### src/rtl/mst_pkg.sv
// Shared types, codes and constant tables for the matrix stack engine.
// No dependencies; every rtl file imports it.
package mst_pkg;

	typedef enum logic [2:0] {
		OP_INIT, OP_PUSH, OP_POP, OP_IDENT, OP_ROTX, OP_ROTY, OP_ROTZ, OP_XFORM
	} op_t;

	typedef enum logic [1:0] {
		STAT_OK, STAT_FULL, STAT_DEEP
	} status_t;

	localparam logic REG_NORM  = 1'b0;
	localparam logic REG_LIMIT = 1'b1;

	localparam logic signed [31:0] Q_ONE = 32'sd65536;

	typedef struct packed {
		logic [1:0] k;  // output component / matrix column
		logic [1:0] t;  // matrix row / vector component
	} xf_idx_t;

	// arctan(2^-i) in Q2.30 quarter turns, scaled so that 2^30 is a quarter turn
	function automatic logic signed [31:0] atan_val(input logic [4:0] i);
		logic signed [31:0] v;
		case (i)
			5'd0: v = 32'sd536870912;
			5'd1: v = 32'sd316933406;
			5'd2: v = 32'sd167458907;
			5'd3: v = 32'sd85004756;
			5'd4: v = 32'sd42667331;
			5'd5: v = 32'sd21354465;
			5'd6: v = 32'sd10679838;
			5'd7: v = 32'sd5340245;
			5'd8: v = 32'sd2670163;
			5'd9: v = 32'sd1335087;
			5'd10: v = 32'sd667544;
			5'd11: v = 32'sd333772;
			5'd12: v = 32'sd166886;
			5'd13: v = 32'sd83443;
			5'd14: v = 32'sd41722;
			5'd15: v = 32'sd20861;
			5'd16: v = 32'sd10430;
			5'd17: v = 32'sd5215;
			5'd18: v = 32'sd2608;
			5'd19: v = 32'sd1304;
			default: v = 32'sd0;
		endcase
		return v;
	endfunction

	// init matrix is diag(-1,-1,1,1), identity is diag(1,1,1,1)
	function automatic logic signed [31:0] fill_word(input logic [3:0] idx, input logic init);
		logic signed [31:0] v;
		if (idx[1:0] != idx[3:2]) begin
			v = '0;
		end else if (init && !idx[3]) begin
			v = -Q_ONE;
		end else begin
			v = Q_ONE;
		end
		return v;
	endfunction

	// read order of the 3x3 product: three rows per output component
	function automatic xf_idx_t xf_map(input logic [3:0] n);
		xf_idx_t r;
		case (n)
			4'd0: r = '{k: 2'd0, t: 2'd0};
			4'd1: r = '{k: 2'd0, t: 2'd1};
			4'd2: r = '{k: 2'd0, t: 2'd2};
			4'd3: r = '{k: 2'd1, t: 2'd0};
			4'd4: r = '{k: 2'd1, t: 2'd1};
			4'd5: r = '{k: 2'd1, t: 2'd2};
			4'd6: r = '{k: 2'd2, t: 2'd0};
			4'd7: r = '{k: 2'd2, t: 2'd1};
			4'd8: r = '{k: 2'd2, t: 2'd2};
			default: r = '{k: 2'd0, t: 2'd0};
		endcase
		return r;
	endfunction

	// Q32.32 sum back to Q16.16: round half up, saturate
	function automatic logic signed [31:0] rnd_sat(input logic signed [65:0] a);
		logic signed [65:0] t;
		logic signed [31:0] r;
		t = (a + 66'sd32768) >>> 16;
		if (t > 66'sd2147483647) begin
			r = 32'h7FFFFFFF;
		end else if (t < -66'sd2147483648) begin
			r = 32'h80000000;
		end else begin
			r = 32'(t);
		end
		return r;
	endfunction

endpackage

### src/rtl/mst_isqrt.sv
// Floor square root of a 64-bit value, two radicand bits per cycle.
// Depends on mst_pkg only by convention.
module mst_isqrt import mst_pkg::*; (
	input  logic        clk,
	input  logic        arst_n,
	input  logic        start,
	input  logic [63:0] rad,
	output logic        done,
	output logic [31:0] root
);

	logic [63:0] rad_q;
	logic [33:0] rem_q;
	logic [31:0] root_q;
	logic [4:0]  i_q;
	logic        run_q, done_q;
	logic [33:0] rem2, trial;

	assign rem2  = {rem_q[31:0], rad_q[63:62]};
	assign trial = {root_q, 2'b01};

	always_ff @(posedge clk or negedge arst_n) begin
		if (!arst_n) begin
			rad_q  <= '0;
			rem_q  <= '0;
			root_q <= '0;
			i_q    <= '0;
			run_q  <= 1'b0;
			done_q <= 1'b0;
		end else begin
			done_q <= 1'b0;
			if (start) begin
				rad_q  <= rad;
				rem_q  <= '0;
				root_q <= '0;
				i_q    <= '0;
				run_q  <= 1'b1;
			end else if (run_q) begin
				rad_q <= {rad_q[61:0], 2'b00};
				if (rem2 >= trial) begin
					rem_q  <= rem2 - trial;
					root_q <= {root_q[30:0], 1'b1};
				end else begin
					rem_q  <= rem2;
					root_q <= {root_q[30:0], 1'b0};
				end
				i_q <= i_q + 5'd1;
				if (i_q == 5'd31) begin
					run_q  <= 1'b0;
					done_q <= 1'b1;
				end
			end
		end
	end

	assign done = done_q;
	assign root = root_q;

endmodule

### config.mk
export PLATFORM = sky130hd
export DESIGN_NAME = mst_isqrt
export DESIGN_NICKNAME = d
export VERILOG_FILES = /design/src/rtl/mst_pkg.sv /design/src/rtl/mst_isqrt.sv
export SDC_FILE = /design/constraint.sdc
export NUM_CORES = 1
export LEC_CHECK = 0
export ABC_CLOCK_PERIOD_IN_PS = 3100
export BUFFER_PORTS_ARGS = -buffer_cell sky130_fd_sc_hd__buf_2
export CAP_MARGIN = 25
export CORE_UTILIZATION = 30
export CTS_CLUSTER_SIZE = 25
export DETAILED_ROUTE_END_ITERATION = 8
export PLACE_DENSITY = 0.48
export SYNTH_ARGS = -nofsm -noshare
export SYNTH_HDL_FRONTEND = slang
export SYNTH_SLANG_ARGS = --single-unit
### constraint.sdc
create_clock -name clk -period 3.1 [get_ports clk]
set_input_delay 0 -clock clk [delete_from_list [all_inputs] [get_ports clk]]
set_output_delay 0 -clock clk [all_outputs]
set_load 0.01 [all_outputs]
==> summary.md <==
| Metric | Value |
|---|---|
| R2R depth | 12 |
| M1 GR Usage | 0.209 |
| Reg2reg start | root[1]$_DFFE_PN0P_ |
| Crit-path slowest cell | o311ai_4 |
| Nets@finish | 1118 |
| Final setup violation count | 0 |
| R2r setup slk | 0.19 ns |
| Fin util | 0.395 |
| Syn_area_per_cell | 9.50 um^2 |
| Max-slew headroom | 0.441 |
| Post-synth top area cell | dfrtp_1 |
| Crit path cell chain | inv_1, ha_1, o21ai_2, o21bai_2, a211oi_2, o21bai_2, a21oi_4, o311ai_4, nand2_4, buf_12, mux2i_1, a211oi_1 |
| Initial Util | 0.307 |
| Min cycle time layout | 2.91 ns |
| Crit Path Class | register to register |
| Max VDD drop | about 0.00041 V |
| Post-place setup slack | -0.00308 ns |
| Antenna diode count | 0 |
| CP Max Fanout | 9 |
| DR iter-0 viols | 348 |
| Critical path buffers and inverters | 2 |
| Post-route setup slack | roughly 0.19 ns |
| Slew @ Worst Pin | roughly 0.84 ns |
| Max-cap violations | 0 |
| Longest Clk Path Bufs | 2 |
| Routed len/inst | around 15 um |
| Num CTS Buffers | 17 |
| Via Count | 6563 |
| Yosys warns | 0 |
| Number of global-route vias before repair | 6800 |
| Top cell type's share of synthesized area | 0.420 |
| Layout area overhead | 28.6% |
| First-pass GRT wire length | 34600 um |
| CTS sink cnt | between 100 and 150 |
| Grt ovf | 0 |
| Int Pwr | 0.00523 W |
| Post-synthesis cell count | about 850 |
| Critical Path Sink Type | register |
| Post-synth EDFFs | 0 |
| Placement Rows | between 50 and 60 |
| Hold Path Stages | 3 |
| TNS Setup | 0 ns |
| CP endpoint | rem_q[6]$_DFFE_PN0P_ |
| Port Buffers | between 90 and 100 |
| #FFs+latches synth | 135 |
| Logic pwr share | 0.504 |
| Layout cell share with drive strength beyond 1 | 0.196 |
| Worst path depth | 12 |
| Critical path startpoint | root[1]$_DFFE_PN0P_ |
| GP Congestion | 0.827 |
| Initial antenna violation count | 0 |
| Die ar. | 27500 um^2 |
| Fmax | 0.344 GHz |
| Switch share | 0.395 |
| CORE AREA | 26200 um^2 |
| Final hold slack | 0.0640 ns |
| CTS tree | yes |
| Cell with the most instances on the worst path | o21bai_2 |
| Top Usage Layer GRT | met2 |
| Register area share after synthesis | 0.420 |
| Top FF cell, synth | dfrtp_1 |
| Asr flop ratio synth | 1.00 |
| Cell area after synthesis | 8050 um^2 |
| Aggregate global-route resource usage | 0.153 |
| TritonRoute pass-1 iters | 7 |
| Worst Skew | 0.00858 ns |
| Worst hold path class | input port to register |
| Arr. time, crit path | 3.23 ns |
| Count of pins over their slew limit | 0 |
| CTS root buf | clkbuf_16 |
| Vias per cell | 4.82 |
| CTS H-tree depth | 4 |
| Startpoint types | register |
| Top delay family on crit path | compound AO/OA/AOI/OAI gates |
| Leak Pwr | 5.45 nW |
| Yosys cell types | 69 |
| Final period utilization | 0.937 |
| GRT met2 Usage | 0.247 |
| Die Span Y | 166 um |
| Net Switching | 0.00341 W |
| Syn Nets | 950 |
| Post-Route WL | 20300 um |
| DIE WIDTH | 166 um |
| Clk slew on worst S/H paths | about 0.060 ns |
| P per Cell Area | ~830 nW/um^2 |
| DRC | 1 |
| Violated checks | design-rule violations |
| Sequential share of power | 0.251 |
| Final hold vios | 0 |
| CP required | roughly 3.4 ns |
| Pin count of the biggest net entering global routing | 87 |
| Final ANT Viol Nets | 0 |
| Io pins | 100 |
| DP Area | approximately 9000 um^2 |
| DP HPWL | approximately 14000 um |
| Design Area, Final | 10400 um^2 |
| Synth top area cells | dfrtp_1, mux2i_1, ha_1 |
| Routing usage on met3 | 0.0384 |
| Reg2Reg Capture Point | rem_q[6]$_DFFE_PN0P_ |
| Status | finished, violations left |
| Power share of the clock group | 0.245 |
| Worst path max stage delay | 0.42 ns |
| Clk_lat worst skew | 0.43 ns |
## what timing repair did
item / in CTS / in global routing
endpoints found under the hold margin: 139 / 0
endpoints found under the setup margin: 2 / 30
hold buffers: 65 / 0
setup buffers: 0 / 5
gates resized for setup: 0 / 4
pin swaps: 1 / 4
## flip-flops by register name (all words and copies together), names as in the netlist
| signal | cells |
|---|---|
| run_q | 1 |
| done | 1 |
| rad_q | 64 |
| rem_q | 32 |
| i_q | 5 |
| root | 32 |
## synth_stat cells (6+ instances only)
cell type,number
dfrtp_1,135
mux2i_1,114
nand2_1,87
nor2_1,82
o21ai_0,78
inv_1,44
ha_1,36
clkbuf_1,35
a21oi_1,33
a211oi_1,24
xnor2_1,18
a21o_1,17
xor2_1,13
buf_1,11
nand4_1,10
nand3_1,9
nand2b_1,6
nor3_1,6
## layout make-up
| type | count | area, um^2 |
|---|---|---|
| fillers | 2644 | 15900 |
| multi-input cells | 616 | 4290 |
| flip-flops and latches | 135 | 3380 |
| repair buffers | 201 | 1500 |
| clock buffers | 17 | 425 |
| well taps | 335 | 419 |
| clock inverters | 15 | 174 |
| inverters | 44 | 165 |
## kinds of logic after synthesis
family,synth area share
adders and majority gates,0.0560
AOI/OAI and AO/OA,0.173
muxes,0.142
and+or+nand+nor,0.125
xor gates and xnor gates,0.0337
DFF,0.420
buffers and inverters,0.0504
## tightest hold or removal path, cell delays in order
cell	delay (ns)
buf_6	0.26
nand2_1	0.12
o21ai_0	0.06
## power by group through the flow
| stage | clock network, W | logic, W | registers, W |
|---|---|---|---|
| floorplan | 0 | 0.00318 | 0.00215 |
| global placement | 0 | 0.00416 | 0.00220 |
| detailed placement | 0 | 0.00416 | 0.00220 |
| CTS | 0.00217 | 0.00424 | 0.00217 |
| global route | 0.00226 | 0.00480 | 0.00221 |
| finish | 0.00212 | 0.00435 | 0.00217 |
## how the worst min path moves through the flow
stage,start,end,slack (ns)
after floorplan,arst_n,done$_DFF_PN0_,-0.30
after global placement,arst_n,root[14]$_DFFE_PN0P_,0.12
after detailed placement,arst_n,root[15]$_DFFE_PN0P_,0.12
after CTS,start,i_q[2]$_DFFE_PN0P_,0.08
after global routing,start,root[31]$_DFFE_PN0P_,0.11
final,start,rad_q[22]$_DFFE_PN0P_,0.06
## routing by layer
| metal | wire length (um) | up-vias |
|---|---|---|
| met4 | 126 | 0 |
| li1 | - | 3319 |
| met3 | 940 | 10 |
| met2 | 9340 | 122 |
| met5 | 0 | - |
| met1 | 9900 | 3112 |
## per-stage QoR
stage,instances,power (W)
after floorplan,847,0.00533
after global placement,1261,0.00636
after detailed placement,1261,0.00636
after CTS,1358,0.00859
after global routing,1363,0.00927
final,1363,0.00863
## layout by cell type, fill, tap and decap left out, types with 7 or more instances in the layout
| cell | synthesis | layout |
|---|---|---|
| dlygate4sd3_1 | 0 | 65 |
| inv_8 | 0 | 7 |
| buf_2 | 2 | 97 |
| xor2_1 | 13 | 13 |
| buf_4 | 0 | 32 |
| a211oi_1 | 24 | 23 |
| mux2i_1 | 114 | 114 |
| nand4_1 | 10 | 10 |
| nand2_1 | 87 | 87 |
| a21oi_1 | 33 | 33 |
| nand3_1 | 9 | 9 |
| ha_1 | 36 | 36 |
| a21o_1 | 17 | 17 |
| inv_1 | 44 | 44 |
| nor2_1 | 82 | 82 |
| dfrtp_1 | 135 | 134 |
| xnor2_1 | 18 | 18 |
| o21ai_0 | 78 | 78 |
| clkbuf_16 | 0 | 17 |
Power figures use the tool's default switching activity.
