--- config.mk ---
export PLATFORM = sky130hd
export DESIGN_NAME = mst_cordic
export DESIGN_NICKNAME = d
export VERILOG_FILES = /design/src/rtl/mst_pkg.sv /design/src/rtl/mst_cordic.sv
export SDC_FILE = /design/constraint.sdc
export NUM_CORES = 1
export LEC_CHECK = 0
export BUFFER_PORTS_ARGS = -buffer_cell sky130_fd_sc_hd__buf_2
export CAP_MARGIN = 20
export CORE_MARGIN = 2
export CORE_UTILIZATION = 43
export DETAILED_ROUTE_END_ITERATION = 10
export MAX_ROUTING_LAYER = met4
export PLACE_DENSITY_LB_ADDON = 0.3
export SLEW_MARGIN = 20
export SYNTH_ARGS = -nofsm -noshare
export SYNTH_HDL_FRONTEND = slang
export SYNTH_SLANG_ARGS = --single-unit
--- constraint.sdc ---
create_clock -name clk -period 6.7 [get_ports clk]
set_clock_uncertainty 0.1 [all_clocks]
set_input_delay 0.335 -clock clk [delete_from_list [all_inputs] [get_ports clk]]
set_output_delay 0.335 -clock clk [all_outputs]
set_load 0.1 [all_outputs]
--- src/rtl/mst_pkg.sv ---
// Shared types, codes and constant tables for the matrix stack engine.
// No dependencies; every rtl file imports it.
package mst_pkg;

	typedef enum logic [2:0] {
		OP_INIT, OP_PUSH, OP_POP, OP_IDENT, OP_ROTX, OP_ROTY, OP_ROTZ, OP_XFORM
	} op_t;

	typedef enum logic [1:0] {
		STAT_OK, STAT_FULL, STAT_DEEP
	} status_t;

	localparam logic REG_NORM  = 1'b0;
	localparam logic REG_LIMIT = 1'b1;

	localparam logic signed [31:0] Q_ONE = 32'sd65536;

	typedef struct packed {
		logic [1:0] k;  // output component / matrix column
		logic [1:0] t;  // matrix row / vector component
	} xf_idx_t;

	// arctan(2^-i) in Q2.30 quarter turns, scaled so that 2^30 is a quarter turn
	function automatic logic signed [31:0] atan_val(input logic [4:0] i);
		logic signed [31:0] v;
		case (i)
			5'd0: v = 32'sd536870912;
			5'd1: v = 32'sd316933406;
			5'd2: v = 32'sd167458907;
			5'd3: v = 32'sd85004756;
			5'd4: v = 32'sd42667331;
			5'd5: v = 32'sd21354465;
			5'd6: v = 32'sd10679838;
			5'd7: v = 32'sd5340245;
			5'd8: v = 32'sd2670163;
			5'd9: v = 32'sd1335087;
			5'd10: v = 32'sd667544;
			5'd11: v = 32'sd333772;
			5'd12: v = 32'sd166886;
			5'd13: v = 32'sd83443;
			5'd14: v = 32'sd41722;
			5'd15: v = 32'sd20861;
			5'd16: v = 32'sd10430;
			5'd17: v = 32'sd5215;
			5'd18: v = 32'sd2608;
			5'd19: v = 32'sd1304;
			default: v = 32'sd0;
		endcase
		return v;
	endfunction

	// init matrix is diag(-1,-1,1,1), identity is diag(1,1,1,1)
	function automatic logic signed [31:0] fill_word(input logic [3:0] idx, input logic init);
		logic signed [31:0] v;
		if (idx[1:0] != idx[3:2]) begin
			v = '0;
		end else if (init && !idx[3]) begin
			v = -Q_ONE;
		end else begin
			v = Q_ONE;
		end
		return v;
	endfunction

	// read order of the 3x3 product: three rows per output component
	function automatic xf_idx_t xf_map(input logic [3:0] n);
		xf_idx_t r;
		case (n)
			4'd0: r = '{k: 2'd0, t: 2'd0};
			4'd1: r = '{k: 2'd0, t: 2'd1};
			4'd2: r = '{k: 2'd0, t: 2'd2};
			4'd3: r = '{k: 2'd1, t: 2'd0};
			4'd4: r = '{k: 2'd1, t: 2'd1};
			4'd5: r = '{k: 2'd1, t: 2'd2};
			4'd6: r = '{k: 2'd2, t: 2'd0};
			4'd7: r = '{k: 2'd2, t: 2'd1};
			4'd8: r = '{k: 2'd2, t: 2'd2};
			default: r = '{k: 2'd0, t: 2'd0};
		endcase
		return r;
	endfunction

	// Q32.32 sum back to Q16.16: round half up, saturate
	function automatic logic signed [31:0] rnd_sat(input logic signed [65:0] a);
		logic signed [65:0] t;
		logic signed [31:0] r;
		t = (a + 66'sd32768) >>> 16;
		if (t > 66'sd2147483647) begin
			r = 32'h7FFFFFFF;
		end else if (t < -66'sd2147483648) begin
			r = 32'h80000000;
		end else begin
			r = 32'(t);
		end
		return r;
	endfunction

endpackage

--- src/rtl/mst_cordic.sv ---
// Iterative sine/cosine: 20 CORDIC steps on one shared add/shift datapath.
// Depends on mst_pkg (arctan table).
module mst_cordic import mst_pkg::*; (
	input  logic               clk,
	input  logic               arst_n,
	input  logic               start,
	input  logic [15:0]        angle,
	output logic               done,
	output logic signed [31:0] sin_val,
	output logic signed [31:0] cos_val
);

	logic signed [33:0] x_q, y_q, z_q;
	logic        [4:0]  i_q;
	logic               run_q, fin_q, done_q, axis_q;
	logic        [1:0]  quad_q;
	logic signed [31:0] sin_q, cos_q;

	logic signed [33:0] dx, dy, at, xr, yr;
	logic signed [31:0] cs, sn;

	function automatic logic signed [31:0] clamp_unit(input logic signed [33:0] v);
		logic signed [31:0] r;
		if (v > 34'sd65536) begin
			r = Q_ONE;
		end else if (v < -34'sd65536) begin
			r = -Q_ONE;
		end else begin
			r = 32'(v);
		end
		return r;
	endfunction

	assign dx = y_q >>> i_q;
	assign dy = x_q >>> i_q;
	assign at = 34'(atan_val(i_q));
	assign xr = (x_q + 34'sd8192) >>> 14;
	assign yr = (y_q + 34'sd8192) >>> 14;
	assign cs = axis_q ? Q_ONE : clamp_unit(xr);
	assign sn = axis_q ? 32'sd0 : clamp_unit(yr);

	always_ff @(posedge clk or negedge arst_n) begin
		if (!arst_n) begin
			x_q    <= '0;
			y_q    <= '0;
			z_q    <= '0;
			i_q    <= '0;
			run_q  <= 1'b0;
			fin_q  <= 1'b0;
			done_q <= 1'b0;
			axis_q <= 1'b0;
			quad_q <= '0;
			sin_q  <= '0;
			cos_q  <= '0;
		end else begin
			done_q <= 1'b0;
			if (start) begin
				x_q    <= 34'sd652032874;
				y_q    <= '0;
				z_q    <= {4'b0, angle[13:0], 16'b0};
				i_q    <= '0;
				quad_q <= angle[15:14];
				axis_q <= (angle[13:0] == 14'd0);
				run_q  <= 1'b1;
			end else if (run_q) begin
				if (!z_q[33]) begin
					x_q <= x_q - dx;
					y_q <= y_q + dy;
					z_q <= z_q - at;
				end else begin
					x_q <= x_q + dx;
					y_q <= y_q - dy;
					z_q <= z_q + at;
				end
				i_q <= i_q + 5'd1;
				if (i_q == 5'd19) begin
					run_q <= 1'b0;
					fin_q <= 1'b1;
				end
			end else if (fin_q) begin
				fin_q  <= 1'b0;
				done_q <= 1'b1;
				case (quad_q)
					2'd0: begin cos_q <= cs;  sin_q <= sn;  end
					2'd1: begin cos_q <= -sn; sin_q <= cs;  end
					2'd2: begin cos_q <= -cs; sin_q <= -sn; end
					default: begin cos_q <= sn; sin_q <= -cs; end
				endcase
			end
		end
	end

	assign done    = done_q;
	assign sin_val = sin_q;
	assign cos_val = cos_q;

endmodule

==> tab_implementation.tex <==
\begin{tabular}{lr}
\hline
Metric & Value \\
\hline
\multicolumn{2}{l}{\textbf{Drt}} \\
\quad Detailed-router iteration count before antenna repair & 6 \\
\quad Detailed Route Iter0 Violations & about 2.7k \\
\quad Via count & approximately 25k \\
\quad Routed length on met3 & about 8.5 mm \\
\quad Number of DRC violations after detailed routing & 0 \\
\quad Total length of routed wires & 97.9 mm \\
\quad Routed vias/inst & around 6.5 \\
\quad Met1 Routed Length & around 41 mm \\
\quad Detail-routed net length per standard cell & approximately 25 um \\
\quad Routed wire length on met2 & between 40 and 50 mm \\
\quad Final antenna-violating net count & 0 \\
\quad Uppermost layer routed & met4 \\
\multicolumn{2}{l}{\textbf{STA}} \\
\quad Max Fclk & about 0.16 GHz \\
\quad Relative slew slack & 0.166 \\
\quad Number of max-slew violations in the final report & 0 \\
\quad Number of hold violations in the final report & 0 \\
\quad Total setup violations reported at the end of the flow & 0 \\
\quad Measured slew at the worst slew-check pin & $\sim$1200 ps \\
\quad RSZ-0062 raised after global routing & false \\
\quad Smallest setup slack after layout & between 300 and 400 ps \\
\quad Final critical delay including setup and external delays & between 6000 and 7000 ps \\
\quad Total negative slack & 0 ps \\
\quad Final period util & 0.951 \\
\multicolumn{2}{l}{\textbf{Die}} \\
\quad Die ar. & 0.0570 sq mm \\
\quad FP Rows & 86 \\
\quad Core Box Area & 0.0548 sq mm \\
\quad Die outline width & around 240 um \\
\quad Ports placed on the boundary & 84 \\
\quad Initial core utilization & 0.433 \\
\quad Chip Height & between 200 and 250 um \\
\multicolumn{2}{l}{\textbf{Run status}} \\
\quad Status & finished, final reports clean \\
\multicolumn{2}{l}{\textbf{CTS}} \\
\quad Clk Latency, worst-skew pair & 520 ps \\
\quad TritonCTS clock tree & built \\
\quad Bufs on Longest Clock Path & 2 \\
\quad Cell at the root of the clock tree & clkbuf\_16 \\
\quad Clock Sink Count & $\sim$180 \\
\quad Number of buffers added by the clock tree synthesis step & 17 \\
\quad H-tree depth & 4 \\
\quad Clock input transition at the sequential cells of the worst setup and hold paths & approximately 90 ps \\
\multicolumn{2}{l}{\textbf{Worst setup path}} \\
\quad Cell Chain, Critical Path & buf\_12, mux4\_2, mux2i\_1, o32ai\_1, a211oi\_2, ha\_1, inv\_1, nor4b\_4, buf\_4, nor2\_1, xor2\_1, ha\_1, or3\_1, o21bai\_1, a2111oi\_0, buf\_4, o311ai\_0, a21o\_1, a21o\_1, o41ai\_1, xnor2\_1, mux2i\_1, nor2\_1 \\
\quad WP data arrival & around 6700 ps \\
\quad WS Path Type & reg -> reg \\
\quad Maximum fanout encountered on the critical timing path & 36 \\
\quad Critical path launch point type & flip-flop \\
\quad Family with the most delay on the worst path & compound AO/OA/AOI/OAI gates \\
\quad Delay of the slowest cell on the worst path & 580 ps \\
\quad Buffers \& Inverters on Critical Path & 4 \\
\quad Nature of the critical path endpoint & flip-flop \\
\quad Required time of the critical path & between 6000 and 7000 ps \\
\quad Slowest stage cell, crit path & mux4\_2 \\
\multicolumn{2}{l}{\textbf{Placed design}} \\
\quad Final GP Congestion & around 1.1 \\
\quad \# port buffers & 83 \\
\quad Dpl hpwl & about 76 mm \\
\quad Pre-CTS setup slack & between 150 and 200 ps \\
\multicolumn{2}{l}{\textbf{Synth}} \\
\quad Number of storage elements in the synthesis netlist & between 150 and 200 \\
\quad FFs w/ async S/R, synth & 1.00 \\
\quad Post-synth EDFFs & 0 \\
\quad Warnings from Yosys & 0 \\
\quad Proportion of netlist area held by the largest area contributor & 0.187 \\
\quad Most frequently used flop master after synthesis & dfrtp\_1 \\
\quad Mapped Avg Cell Area & between 8 and 9 sq um \\
\quad Net count after synthesis & around 3k \\
\quad Leading area contributor after synthesis & dfrtp\_1 \\
\quad Number of distinct library cell variants in the gate-level netlist after synthesis & between 100 and 150 \\
\quad Dominant cells by area after synthesis & dfrtp\_1 (19\%), mux4\_2 (7.4\%), ha\_1 (6.2\%) \\
\quad Combined area of all synthesized cells & 0.0237 sq mm \\
\quad Proportion of synthesized chip area in sequential cells & 0.187 \\
\quad Number of cells produced by synthesis & between 2k and 3k \\
\multicolumn{2}{l}{\textbf{Power and ir drop}} \\
\quad Reported leakage power & 0.0119 uW \\
\quad P per Cell Area & a little under 600 mW/mm\^{}2 \\
\quad Max VDD drop & about 0.37 mV \\
\multicolumn{2}{l}{\textbf{Final layout}} \\
\quad Highest-count cells in the layout ignoring fill and taps & nor2\_1 (314), buf\_4 (275), nand2\_1 (274), a21oi\_1 (203), dfrtp\_1 (169) \\
\quad Final net count & approximately 3.3k \\
\quad Number of antenna cells inserted & 0 \\
\quad Most common cell after layout, fill and taps aside & nor2\_1 \\
\quad Area used by multi-input combinational logic & about 0.018 sq mm \\
\quad Share of layout cells above drive strength 1 & 0.193 \\
\quad Footprint of the flip-flops and latches & 0.00445 sq mm \\
\quad Area Overhead vs Synth & 13.9\% \\
\quad Fillcell total & between 5k and 6k \\
\multicolumn{2}{l}{\textbf{Run}} \\
\quad Reported max-cap violation count & 0 \\
\multicolumn{2}{l}{\textbf{GRT}} \\
\quad Largest net degree at the start of global routing & 77 \\
\quad Number of antenna violations at the first check in global routing & 0 \\
\quad Global-route wire length before repair & between 100 and 150 mm \\
\quad Via count of the first global-routing pass & roughly 24k \\
\quad GRT Resource Usage Total & 0.349 \\
\quad Global route total overflow & 0 \\
\multicolumn{2}{l}{\textbf{Worst hold path}} \\
\quad Worst min-delay path category & in -> reg \\
\hline
\end{tabular}
[state kept, by name, indices dropped and copies added (netlist names)]
register	count
i_q	5
run_q	1
fin_q	1
x_q	34
z_q	34
y_q	34
sin_val	32
quad_q	2
cos_val	32
axis_q	1
done	1
[report_power, final]
| group | switching [uW] | internal, uW |
|---|---|---|
| clock network | 574 | 506 |
| logic | 7080 | 5600 |
| registers | 718 | 1370 |
[timing repair]
action	in CTS	in global routing
endpoints found under the setup margin	0	17
buffers inserted	0	8
hold buffers	15	0
endpoints found under the hold margin	76	0
resized for setup	0	12
[cells in the mapped netlist (32+ instances only)]
library cell and n:
a211oi_1 44, a21o_1 57, a21oi_1 203, a31oi_1 52, buf_2 50, clkbuf_1 124, dfrtp_1 177, ha_1 117
inv_1 63, mux2_2 35, mux2i_1 123, mux4_2 78, nand2_1 275, nand2b_1 44, nand3_1 63, nand4_1 32
nor2_1 314, nor2b_1 34, nor3_1 69, o211ai_1 33, o21ai_0 154, o22ai_1 39, xnor2_1 138, xor2_1 90
[logic make-up after synthesis]
family	Yosys count	share of synthesized area
and+or+nand+nor	1029	0.215
AOI/OAI and AO/OA	859	0.246
buffers and inverters	294	0.0565
muxes	240	0.145
xor gates and xnor gates	230	0.0864
DFF	177	0.187
adders and majority gates	121	0.0647
[per-layer routing]
layer	vias to the layer above	track usage
li1	11300	-
met1	12200	0.444
met2	1300	0.530
met3	268	0.0712
met4	0	0.168
met5	-	-
[cell type report]
| cell class | count | area share |
|---|---|---|
| Clock buffer | 17 | 0.0158 |
| Clock inverter | 15 | 0.00672 |
| Inverter | 68 | 0.00946 |
| Multi-Input combinational cell | 2479 | 0.667 |
| Sequential cell | 177 | 0.165 |
| Tap cell | 704 | 0.0326 |
| Timing Repair Buffer | 380 | 0.104 |
[worst paths after layout]
| check | startpoint | endpoint | slack [ps] | cells past startpoint |
|---|---|---|---|---|
| worst max-delay path | i_q[3] | x_q[32] | 330 | 23 |
| worst min-delay path | angle[9] | z_q[25] | 40 | 3 |
| worst max register to register | i_q[3] | x_q[32] | 330 | 23 |
| worst min register to register | cos_val[3] | cos_val[3] | 380 | 2 |
| max in group asynchronous | arst_n | x_q[2] | 4930 | 3 |
| min in group asynchronous | arst_n | sin_val[24] | 270 | 2 |
[worst min-delay path: cells and delay by family]
kind / cells / cell delay [ps]
AO/OA/AOI/OAI: 2 / 150
buffers and inverters: 1 / 120
[through the flow]
step                utilization  area [sq um]  power, uW  cells  hold WS [ps]
finish                    0.493         27000      15900   3840          37.4
global route              0.493         27000      17000   3840          34.9
CTS                       0.491         26900      15500   3832         0.193
detailed placement        0.477         26100      14400   3785           256
global placement          0.477         26100      14100   3785           249
floorplan                     -         23700      10600   2950         -60.6
Note: power is estimated with default switching activity, not from simulation.
