<file path="config.mk">
export PLATFORM = sky130hd
export DESIGN_NAME = mst_div
export DESIGN_NICKNAME = d
export VERILOG_FILES = /design/src/rtl/mst_pkg.sv /design/src/rtl/mst_div.sv
export SDC_FILE = /design/constraint.sdc
export NUM_CORES = 1
export LEC_CHECK = 0
export BUFFER_PORTS_ARGS = -buffer_cell sky130_fd_sc_hd__buf_2
export CAP_MARGIN = 30
export CORE_ASPECT_RATIO = 2
export CORE_MARGIN = 10
export CORE_UTILIZATION = 50
export CTS_CLUSTER_DIAMETER = 100
export DETAILED_ROUTE_END_ITERATION = 7
export PLACE_DENSITY = 0.81
export SLEW_MARGIN = 30
export SYNTH_ARGS = -nofsm -noshare
export SYNTH_HDL_FRONTEND = slang
export SYNTH_SLANG_ARGS = --single-unit
</file>
<file path="constraint.sdc">
create_clock -name clk -period 3.4 [get_ports clk]
set_input_delay 0.34 -clock clk [delete_from_list [all_inputs] [get_ports clk]]
set_output_delay 0.34 -clock clk [all_outputs]
set_load 0.02 [all_outputs]
</file>
<file path="src/rtl/mst_pkg.sv">
// Shared types, codes and constant tables for the matrix stack engine.
// No dependencies; every rtl file imports it.
package mst_pkg;

	typedef enum logic [2:0] {
		OP_INIT, OP_PUSH, OP_POP, OP_IDENT, OP_ROTX, OP_ROTY, OP_ROTZ, OP_XFORM
	} op_t;

	typedef enum logic [1:0] {
		STAT_OK, STAT_FULL, STAT_DEEP
	} status_t;

	localparam logic REG_NORM  = 1'b0;
	localparam logic REG_LIMIT = 1'b1;

	localparam logic signed [31:0] Q_ONE = 32'sd65536;

	typedef struct packed {
		logic [1:0] k;  // output component / matrix column
		logic [1:0] t;  // matrix row / vector component
	} xf_idx_t;

	// arctan(2^-i) in Q2.30 quarter turns, scaled so that 2^30 is a quarter turn
	function automatic logic signed [31:0] atan_val(input logic [4:0] i);
		logic signed [31:0] v;
		case (i)
			5'd0: v = 32'sd536870912;
			5'd1: v = 32'sd316933406;
			5'd2: v = 32'sd167458907;
			5'd3: v = 32'sd85004756;
			5'd4: v = 32'sd42667331;
			5'd5: v = 32'sd21354465;
			5'd6: v = 32'sd10679838;
			5'd7: v = 32'sd5340245;
			5'd8: v = 32'sd2670163;
			5'd9: v = 32'sd1335087;
			5'd10: v = 32'sd667544;
			5'd11: v = 32'sd333772;
			5'd12: v = 32'sd166886;
			5'd13: v = 32'sd83443;
			5'd14: v = 32'sd41722;
			5'd15: v = 32'sd20861;
			5'd16: v = 32'sd10430;
			5'd17: v = 32'sd5215;
			5'd18: v = 32'sd2608;
			5'd19: v = 32'sd1304;
			default: v = 32'sd0;
		endcase
		return v;
	endfunction

	// init matrix is diag(-1,-1,1,1), identity is diag(1,1,1,1)
	function automatic logic signed [31:0] fill_word(input logic [3:0] idx, input logic init);
		logic signed [31:0] v;
		if (idx[1:0] != idx[3:2]) begin
			v = '0;
		end else if (init && !idx[3]) begin
			v = -Q_ONE;
		end else begin
			v = Q_ONE;
		end
		return v;
	endfunction

	// read order of the 3x3 product: three rows per output component
	function automatic xf_idx_t xf_map(input logic [3:0] n);
		xf_idx_t r;
		case (n)
			4'd0: r = '{k: 2'd0, t: 2'd0};
			4'd1: r = '{k: 2'd0, t: 2'd1};
			4'd2: r = '{k: 2'd0, t: 2'd2};
			4'd3: r = '{k: 2'd1, t: 2'd0};
			4'd4: r = '{k: 2'd1, t: 2'd1};
			4'd5: r = '{k: 2'd1, t: 2'd2};
			4'd6: r = '{k: 2'd2, t: 2'd0};
			4'd7: r = '{k: 2'd2, t: 2'd1};
			4'd8: r = '{k: 2'd2, t: 2'd2};
			default: r = '{k: 2'd0, t: 2'd0};
		endcase
		return r;
	endfunction

	// Q32.32 sum back to Q16.16: round half up, saturate
	function automatic logic signed [31:0] rnd_sat(input logic signed [65:0] a);
		logic signed [65:0] t;
		logic signed [31:0] r;
		t = (a + 66'sd32768) >>> 16;
		if (t > 66'sd2147483647) begin
			r = 32'h7FFFFFFF;
		end else if (t < -66'sd2147483648) begin
			r = 32'h80000000;
		end else begin
			r = 32'(t);
		end
		return r;
	endfunction

endpackage

</file>
<file path="src/rtl/mst_div.sv">
// Restoring divider, 48-bit dividend by 32-bit divisor, one quotient bit per cycle.
// Depends on mst_pkg only by convention.
module mst_div import mst_pkg::*; (
	input  logic        clk,
	input  logic        arst_n,
	input  logic        start,
	input  logic [47:0] num,
	input  logic [31:0] den,
	output logic        done,
	output logic [47:0] quo
);

	logic [47:0] q_q;
	logic [31:0] rem_q, den_q;
	logic [5:0]  i_q;
	logic        run_q, done_q;
	logic [32:0] r2;

	assign r2 = {rem_q, q_q[47]};

	always_ff @(posedge clk or negedge arst_n) begin
		if (!arst_n) begin
			q_q    <= '0;
			rem_q  <= '0;
			den_q  <= '0;
			i_q    <= '0;
			run_q  <= 1'b0;
			done_q <= 1'b0;
		end else begin
			done_q <= 1'b0;
			if (start) begin
				q_q   <= num;
				den_q <= den;
				rem_q <= '0;
				i_q   <= '0;
				run_q <= 1'b1;
			end else if (run_q) begin
				if (r2 >= {1'b0, den_q}) begin
					rem_q <= 32'(r2 - {1'b0, den_q});
					q_q   <= {q_q[46:0], 1'b1};
				end else begin
					rem_q <= r2[31:0];
					q_q   <= {q_q[46:0], 1'b0};
				end
				i_q <= i_q + 6'd1;
				if (i_q == 6'd47) begin
					run_q  <= 1'b0;
					done_q <= 1'b1;
				end
			end
		end
	end

	assign done = done_q;
	assign quo  = q_q;

endmodule

</file>
==> results of run 1 <==
worst max-delay path, cell delays in order (launching register included):
cell,delay (ns)
dfrtp_1,0.39
ha_1,0.42
a21oi_1,0.33
a21oi_1,0.16
nor4_1,0.35
nor3_1,0.14
nor3_1,0.25
a21o_1,0.27
buf_12,0.18
nand2_1,0.07
a311oi_2,0.31
registers in the layout (all words and copies together), names as in the netlist:
register  cells
quo          48
i_q           6
run_q         1
den_q        32
done          1
rem_q        32
cell type report:
type | count | area, um2
well taps | 192 | 240
inverters | 42 | 158
clock buffers | 22 | 474
flip-flops and latches | 120 | 3010
repair buffers | 154 | 927
multi-input cells | 610 | 3830
fillers | 1280 | 5490
clock inverters | 8 | 145
per-layer routing:
layer	vias to the layer above	GRT usage, %	wire length (um)
met5	-	0	0
met4	0	13.3	1070
met3	69	5.35	1010
met2	175	37.9	10900
met1	3130	19.9	7350
li1	3141	-	-
placed cells by master, fill, tap and decap left out, types with 7 or more instances in the layout:
cell,count
a21o_1,13
a21oi_1,35
a311oi_1,18
a31oi_1,13
buf_12,7
buf_2,129
buf_4,16
clkbuf_16,17
dfrtp_1,119
ha_1,33
inv_1,42
mux2i_1,50
nand2_1,140
nand3_1,17
nand4_1,8
nor2_1,49
nor2b_1,9
nor3_1,9
o21a_1,10
o21ai_0,105
xnor2_1,13
xor2_1,15
timing repair:
action	CTS	global route
endpoints found under the setup margin	0	0
hold buffers	1	0
hold endpoints to repair	49	0
per-stage QoR:
step	instances	area, um2
4_1_cts	1148	8780
2_1_floorplan	823	7210
5_1_grt	1148	8780
6_report	1148	8780
3_3_place_gp	1117	8160
3_5_place_dp	1117	8160
worst paths after layout:
kind,start,end,slack [ns]
setup / recovery,rem_q[22],rem_q[24],0.41
hold / removal,num[31],quo[31],0.12
setup reg to reg,rem_q[22],rem_q[24],0.41
hold reg to reg,den_q[0],den_q[0],0.52
max in group asynchronous,arst_n,den_q[27],2.11
min in group asynchronous,arst_n,quo[32],0.49
cell families after synthesis:
kind of cell / share of synthesized area [%]
buffers and inverters: 5.19
adder cells (fa/ha/maj): 6.00
multiplexers: 7.10
AO/OA/AOI/OAI: 20.4
AND/OR/NAND/NOR: 16.2
flip-flops: 41.6
XOR/XNOR: 3.40
power by group:
group | leakage (nW) | switching (W) | total, W | internal [W]
Clock | 0.298 | 0.000647 | 0.00192 | 0.00127
Sequential | 1.52 | 0.0000571 | 0.00158 | 0.00152
Combinational | 2.70 | 0.000378 | 0.000605 | 0.000227
==> out/qor.txt, run 1 <==
post_cts resized: 0
flop and latch count out of synthesis: 120
part of the cycle the worst path needs: 87.9%
fin crit period: 2.99 ns
Fin Clk Skew: 0.00766 ns
Vias/cell: 5.68
gr ovfl total: 0
Least-Margin Pin Slew: 0.667 ns
Initial Util: 50.5%
critical path required time: 3.72 ns
largest net degree at the start of global routing: 110
Leakage: 4.52 nW
first-pass GRT wire length: 33500 um
dpl ws: 0.466 ns
hold slack final: 0.121 ns
maximum vdd drop: 0.412 mV
CTS tree: yes
core area: 14300 um2
DR pass1 iterations: 5
antenna-violating nets left: 0
mean post-synth cell area: 8.76 um2
Die W: 105 um
die footprint: 19900 um2
Crit Path Class: flop to flop
outcome: complete, no violations
CP endpoint kind: flop
fraction of registers with async set/reset: 100%
count leader, synth: nand2_1
Post-synth top cells: 140 x nand2_1, 120 x dfrtp_1, 105 x o21ai_0, 50 x mux2i_1, 49 x nor2_1
Crit Path Max Fanout: 17
Power Total: 0.00410 W
final hold violations: 0
Initial DRC Count: 461
WL/cell: 17.7 um
hold path cells: 3
die boundary height: 190 um
crit path DAT: 3.30 ns
final worst slack: 0.412 ns
clock latency on the worst-skew pair: 0.42 ns
routed via count: 6515
CTS root buffer: clkbuf_16
layout cells sized above 1: 20.5%
# Post-CTS Setup Buffers: 0
routed wire length: 20400 um
post-synth cell types: 59
Post-Synthesis Cells: 823
setup repair after global routing missed its margin: no
Max-cap violations: 0
startpoint types: flop
TritonCTS Buffers: 17
P&R area growth vs syn: 21.8%
Slew HR: 55.6%
Final setup viols: 0
Final Core Density: 61.5%
port buffer count: 131
worst reg2reg path depth: 10
clock sinks: 120
DRC Markers: 0
CTS HTree Levels: 4
Synth area leader: dfrtp_1
PwrDens: 467 nW/um2
Pins Over Slew Limit: 0
Seq/Total Area, Yosys: 41.6%
clock slew at reported path FFs: 0.06 ns
Top Ports: 132
Hold Crit Class: input port to flop
initial antenna violation count: 0
Final TNS setup: 0 ns
antenna fix cells: 0
fmax: 0.335 GHz
synth top area cells: dfrtp_1 42%, nand2_1 7.3%, o21ai_0 7.3%, mux2i_1 6.9%, ha_1 5.7%
DP Wirelength: 15000 um
Mapped Nets: 940
nets: 1062
area share of the largest cell type after synthesis: 41.6%
mapped cell area: 7210 um2
Synth Warn #: 0
Post-synth EDFFs: 0
CTS Buffer Depth: 2
gp weighted congestion: 0.935
number of global-route vias before repair: 6906
Synth Flop Type: dfrtp_1
GRT Total Usage: 20.7%
Row Count: 62
No activity file was read; power rests on OpenSTA's default activity.
==> run 2: changes to the inputs <==
--- a/config.mk
+++ b/config.mk
@@ -12,7 +12,7 @@
 export CORE_UTILIZATION = 50
 export CTS_CLUSTER_DIAMETER = 100
 export DETAILED_ROUTE_END_ITERATION = 7
-export PLACE_DENSITY = 0.81
+export PLACE_DENSITY_LB_ADDON = 0.05
 export SLEW_MARGIN = 30
 export SYNTH_ARGS = -nofsm -noshare
 export SYNTH_HDL_FRONTEND = slang
==> out/qor.txt, run 2 (synthesis gave the netlist of run 1 again) <==
Pins Over Slew Limit: 0
crit path DAT: 3.34 ns
WL/cell: 17.2 um
DP Wirelength: 14200 um
final worst slack: 0.381 ns
CP Cell Sequence: ha_1 -> nand3_2 -> nor2_1 -> or4b_1 -> nor4_2 -> nor3_1 -> a21oi_2 -> buf_4 -> nand2_1 -> o21ai_0
Power Total: 0.00390 W
reg2reg start: rem_q[25]
CP startpoint: rem_q[25]
DR pass1 iterations: 4
Crit Path Class: flop to flop
Top Ports: 132
post-placement cell area: 8000 um2
layout cells sized above 1: 19.6%
Initial Util: 50.5%
startpoint types: flop
routed wire length: 19600 um
Slew HR: 40.4%
Final TNS setup: 0 ns
setup repair after global routing missed its margin: no
clock latency on the worst-skew pair: 0.42 ns
antenna fix cells: 0
Leakage: 4.42 nW
die footprint: 19900 um2
PwrDens: 454 nW/um2
critical path required time: 3.73 ns
nets: 1050
die boundary height: 190 um
Hold Crit Class: input port to flop
routed via count: 6343
clock sinks: 120
port buffer count: 131
dpl ws: 0.431 ns
TritonCTS Buffers: 17
part of the cycle the worst path needs: 88.8%
DRC Markers: 0
CP endpoint kind: flop
highest-count cells in the layout ignoring fill and taps: 140 x nand2_1, 129 x buf_2, 119 x dfrtp_1
CTS HTree Levels: 4
Crit Path Max Fanout: 18
Max-cap violations: 0
largest net degree at the start of global routing: 132
Row Count: 62
fin crit period: 3.02 ns
clock slew at reported path FFs: 0.06 ns
commonest non-fill, non-tap cell in the layout: nand2_1
post-route cell area: 8590 um2
Least-Margin Pin Slew: 0.894 ns
final hold violations: 0
fmax: 0.331 GHz
Vias/cell: 5.58
gp weighted congestion: 0.927
number of global-route vias before repair: 6836
Initial DRC Count: 265
first-pass GRT wire length: 32600 um
GRT Total Usage: 19.8%
Final setup viols: 0
CTS tree: yes
antenna-violating nets left: 0
P&R area growth vs syn: 19.1%
gr ovfl total: 0
CP peak stage delay: 0.46 ns
# Post-CTS Setup Buffers: 0
Die W: 105 um
maximum vdd drop: 0.405 mV
initial antenna violation count: 0
Fin Clk Skew: 0.0108 ns
core area: 14300 um2
min-delay src: num[22]
outcome: complete, no violations
Slowest-stage cell, CP: or4b_1
max reg flops: 48
CTS root buffer: clkbuf_16
CTS Buffer Depth: 2
## run 2: through the flow
stage / hold WS (ns) / cells / util (%)
finish: 0.126 / 1137 / 60.2
global placement: 0.515 / 1105 / 56.1
floorplan: 0.0444 / 823 / -
CTS: 0.0893 / 1136 / 60.1
detailed placement: 0.526 / 1105 / 56.1
global route: 0.127 / 1137 / 60.2
## run 2: critical path: cells and delay by family (launching register included)
kind | cells | cell delay, ns
adders and majority gates | 1 | 0.45
AOI/OAI and AO/OA | 2 | 0.43
buffers and inverters | 1 | 0.25
and+or+nand+nor | 6 | 1.41
DFF | 1 | 0.38
## run 2: cell type report
type / count / area [um2]
fillers: 1360 / 5690
multi-input cells: 610 / 3830
flip-flops and latches: 120 / 3010
repair buffers: 142 / 778
clock buffers: 24 / 502
well taps: 192 / 240
inverters: 42 / 158
clock inverters: 7 / 67.6
## run 2: final timing paths
kind	endpoint	slack [ns]	cells past startpoint
max	rem_q[26]	0.38	10
min	quo[22]	0.13	3
max reg2reg	rem_q[26]	0.38	10
min reg2reg	den_q[16]	0.53	2
max in group asynchronous	den_q[15]	2.16	3
min in group asynchronous	den_q[30]	0.51	2
## run 2: routing by layer
metal  up-vias  GRT usage [%]  share of wire, %
met5         -              0                 0
met4         0           11.1               4.6
met1      2990           19.8                38
met2       181           35.0                52
li1       3115              -                 -
met3        57           6.74               5.9
## run 2: what timing repair did
| action | 4_1_cts | 5_1_grt |
|---|---|---|
| endpoints found under the hold margin | 0 | 27 |
| resized for setup | 0 | 0 |
| hold buffers | 0 | 1 |
## run 2: where the power goes
group          switching [W]  internal [W]
Combinational       0.000369      0.000219
Sequential         0.0000576       0.00152
Clock               0.000641       0.00109
Total                0.00107       0.00283
==> run 3: changes to the inputs <==
--- a/config.mk
+++ b/config.mk
@@ -5,12 +5,13 @@
 export SDC_FILE = /design/constraint.sdc
 export NUM_CORES = 1
 export LEC_CHECK = 0
-export BUFFER_PORTS_ARGS = -buffer_cell sky130_fd_sc_hd__buf_2
+export BUFFER_PORTS_ARGS = -buffer_cell sky130_fd_sc_hd__clkbuf_2
 export CAP_MARGIN = 30
-export CORE_ASPECT_RATIO = 2
+export CORE_ASPECT_RATIO = 1.1
 export CORE_MARGIN = 10
 export CORE_UTILIZATION = 50
 export CTS_CLUSTER_DIAMETER = 100
+export CTS_CLUSTER_SIZE = 30
 export DETAILED_ROUTE_END_ITERATION = 7
 export PLACE_DENSITY_LB_ADDON = 0.05
 export SLEW_MARGIN = 30
==> out/qor.txt, run 3 (synthesis gave the netlist of run 1 again) <==
Final Core Density: 61.9%
critical path required time: 3.71 ns
final hold violations: 0
Die W: 135 um
startpoint types: flop
Multi-input gate area: 3840 um2
core area: 14000 um2
maximum vdd drop: 0.302 mV
DRC Markers: 0
CTS Buffer Depth: 2
WL/cell: 16.4 um
commonest non-fill, non-tap cell in the layout: nand2_1
Vias/cell: 5.55
highest-count cells in the layout ignoring fill and taps: 140 x nand2_1, 129 x clkbuf_2, 119 x dfrtp_1
post-placement cell area: 8030 um2
CP endpoint kind: flop
CTS tree: yes
outcome: complete, no violations
routed via count: 6336
crit path DAT: 3.36 ns
layout cells sized above 1: 20.4%
Fillers: 1325
Crit Path Class: flop to flop
first-pass GRT wire length: 32100 um
largest net degree at the start of global routing: 76
part of the cycle the worst path needs: 89.6%
routed wire length: 18700 um
gp weighted congestion: 0.947
max reg flops: 48
post-route cell area: 8640 um2
Max-cap violations: 0
antenna fix cells: 0
initial antenna violation count: 0
DP Wirelength: 13800 um
clock slew at reported path FFs: 0.05 ns
Final TNS setup: 0 ns
gr ovfl total: 0
Hold Crit Class: input port to flop
Row Count: 45
CTS HTree Levels: 4
clock latency on the worst-skew pair: 0.42 ns
fin crit period: 3.05 ns
Leakage: 4.46 nW
PwrDens: 455 nW/um2
clock sinks: 120
setup repair after global routing missed its margin: no
Initial Util: 51.6%
number of global-route vias before repair: 6546
P&R area growth vs syn: 19.8%
port buffer count: 131
die footprint: 19600 um2
FF+latch area: 3010 um2
dpl ws: 0.367 ns
hold slack final: 0.126 ns
DR pass1 iterations: 7
CTS root buffer: clkbuf_16
GRT Total Usage: 19.6%
Pins Over Slew Limit: 0
# Post-CTS Setup Buffers: 0
nets: 1057
Top Ports: 132
Crit Path Max Fanout: 14
Final setup viols: 0
TritonCTS Buffers: 17
Slew HR: 53.1%
die boundary height: 146 um
antenna-violating nets left: 0
final worst slack: 0.354 ns
fmax: 0.328 GHz
Fin Clk Skew: 0.00815 ns
Initial DRC Count: 438
Least-Margin Pin Slew: 0.704 ns
## run 3: metal layers
layer	vias to the layer above	GRT usage [%]	wire, um
li1	3124	-	-
met5	-	0	0
met1	3024	25.4	8650
met3	23	6.79	1200
met4	0	5.94	242
met2	165	29.9	8580
## run 3: path summary, 6_finish.rpt
| check | start | end | slack [ns] | cells after the start |
|---|---|---|---|---|
| max | rem_q[25] | rem_q[12] | 0.35 | 10 |
| min in group asynchronous | arst_n | den_q[3] | 0.49 | 2 |
| min | den[3] | den_q[3] | 0.13 | 3 |
| max reg2reg | rem_q[25] | rem_q[12] | 0.35 | 10 |
| min reg2reg | den_q[0] | den_q[0] | 0.52 | 1 |
| max in group asynchronous | arst_n | quo[18] | 2.02 | 3 |
## run 3: area by class of cell
type	instances	area share, %
Multi-Input combinational cell	610	44.4
Clock inverter	11	1.43
Sequential cell	120	34.8
Tap cell	188	2.72
Inverter	42	1.83
Clock buffer	21	5.33
Timing Repair Buffer	149	9.43
## run 3: through the flow
step           power, W  instances
2_1_floorplan   0.00196        823
3_3_place_gp    0.00218       1108
3_5_place_dp    0.00219       1108
4_1_cts         0.00397       1140
5_1_grt         0.00413       1141
6_report        0.00393       1141
## run 3: what timing repair did
action / 4_1_cts / 5_1_grt
resized for setup: 0 / 1
endpoints found under the hold margin: 0 / 1
endpoints found under the setup margin: 0 / 1
hold buffers: 0 / 1
## run 3: power by group
| group | total (W) | switching [W] | internal, W |
|---|---|---|---|
| Clock | 0.00176 | 0.000649 | 0.00111 |
| Sequential | 0.00158 | 0.0000584 | 0.00152 |
| Combinational | 0.000588 | 0.000367 | 0.000221 |
| Total | 0.00393 | 0.00107 | 0.00286 |
## run 3: worst max-delay path: stages (launching register included)
cell and delay, ns:
dfrtp_1 0.38, ha_1 0.45, nand3_2 0.17, nor2_1 0.11, or4b_1 0.47, nor4_2 0.35, nor3_1 0.13, a21oi_2 0.28
buf_4 0.26, nand2_1 0.07, a311oi_1 0.28
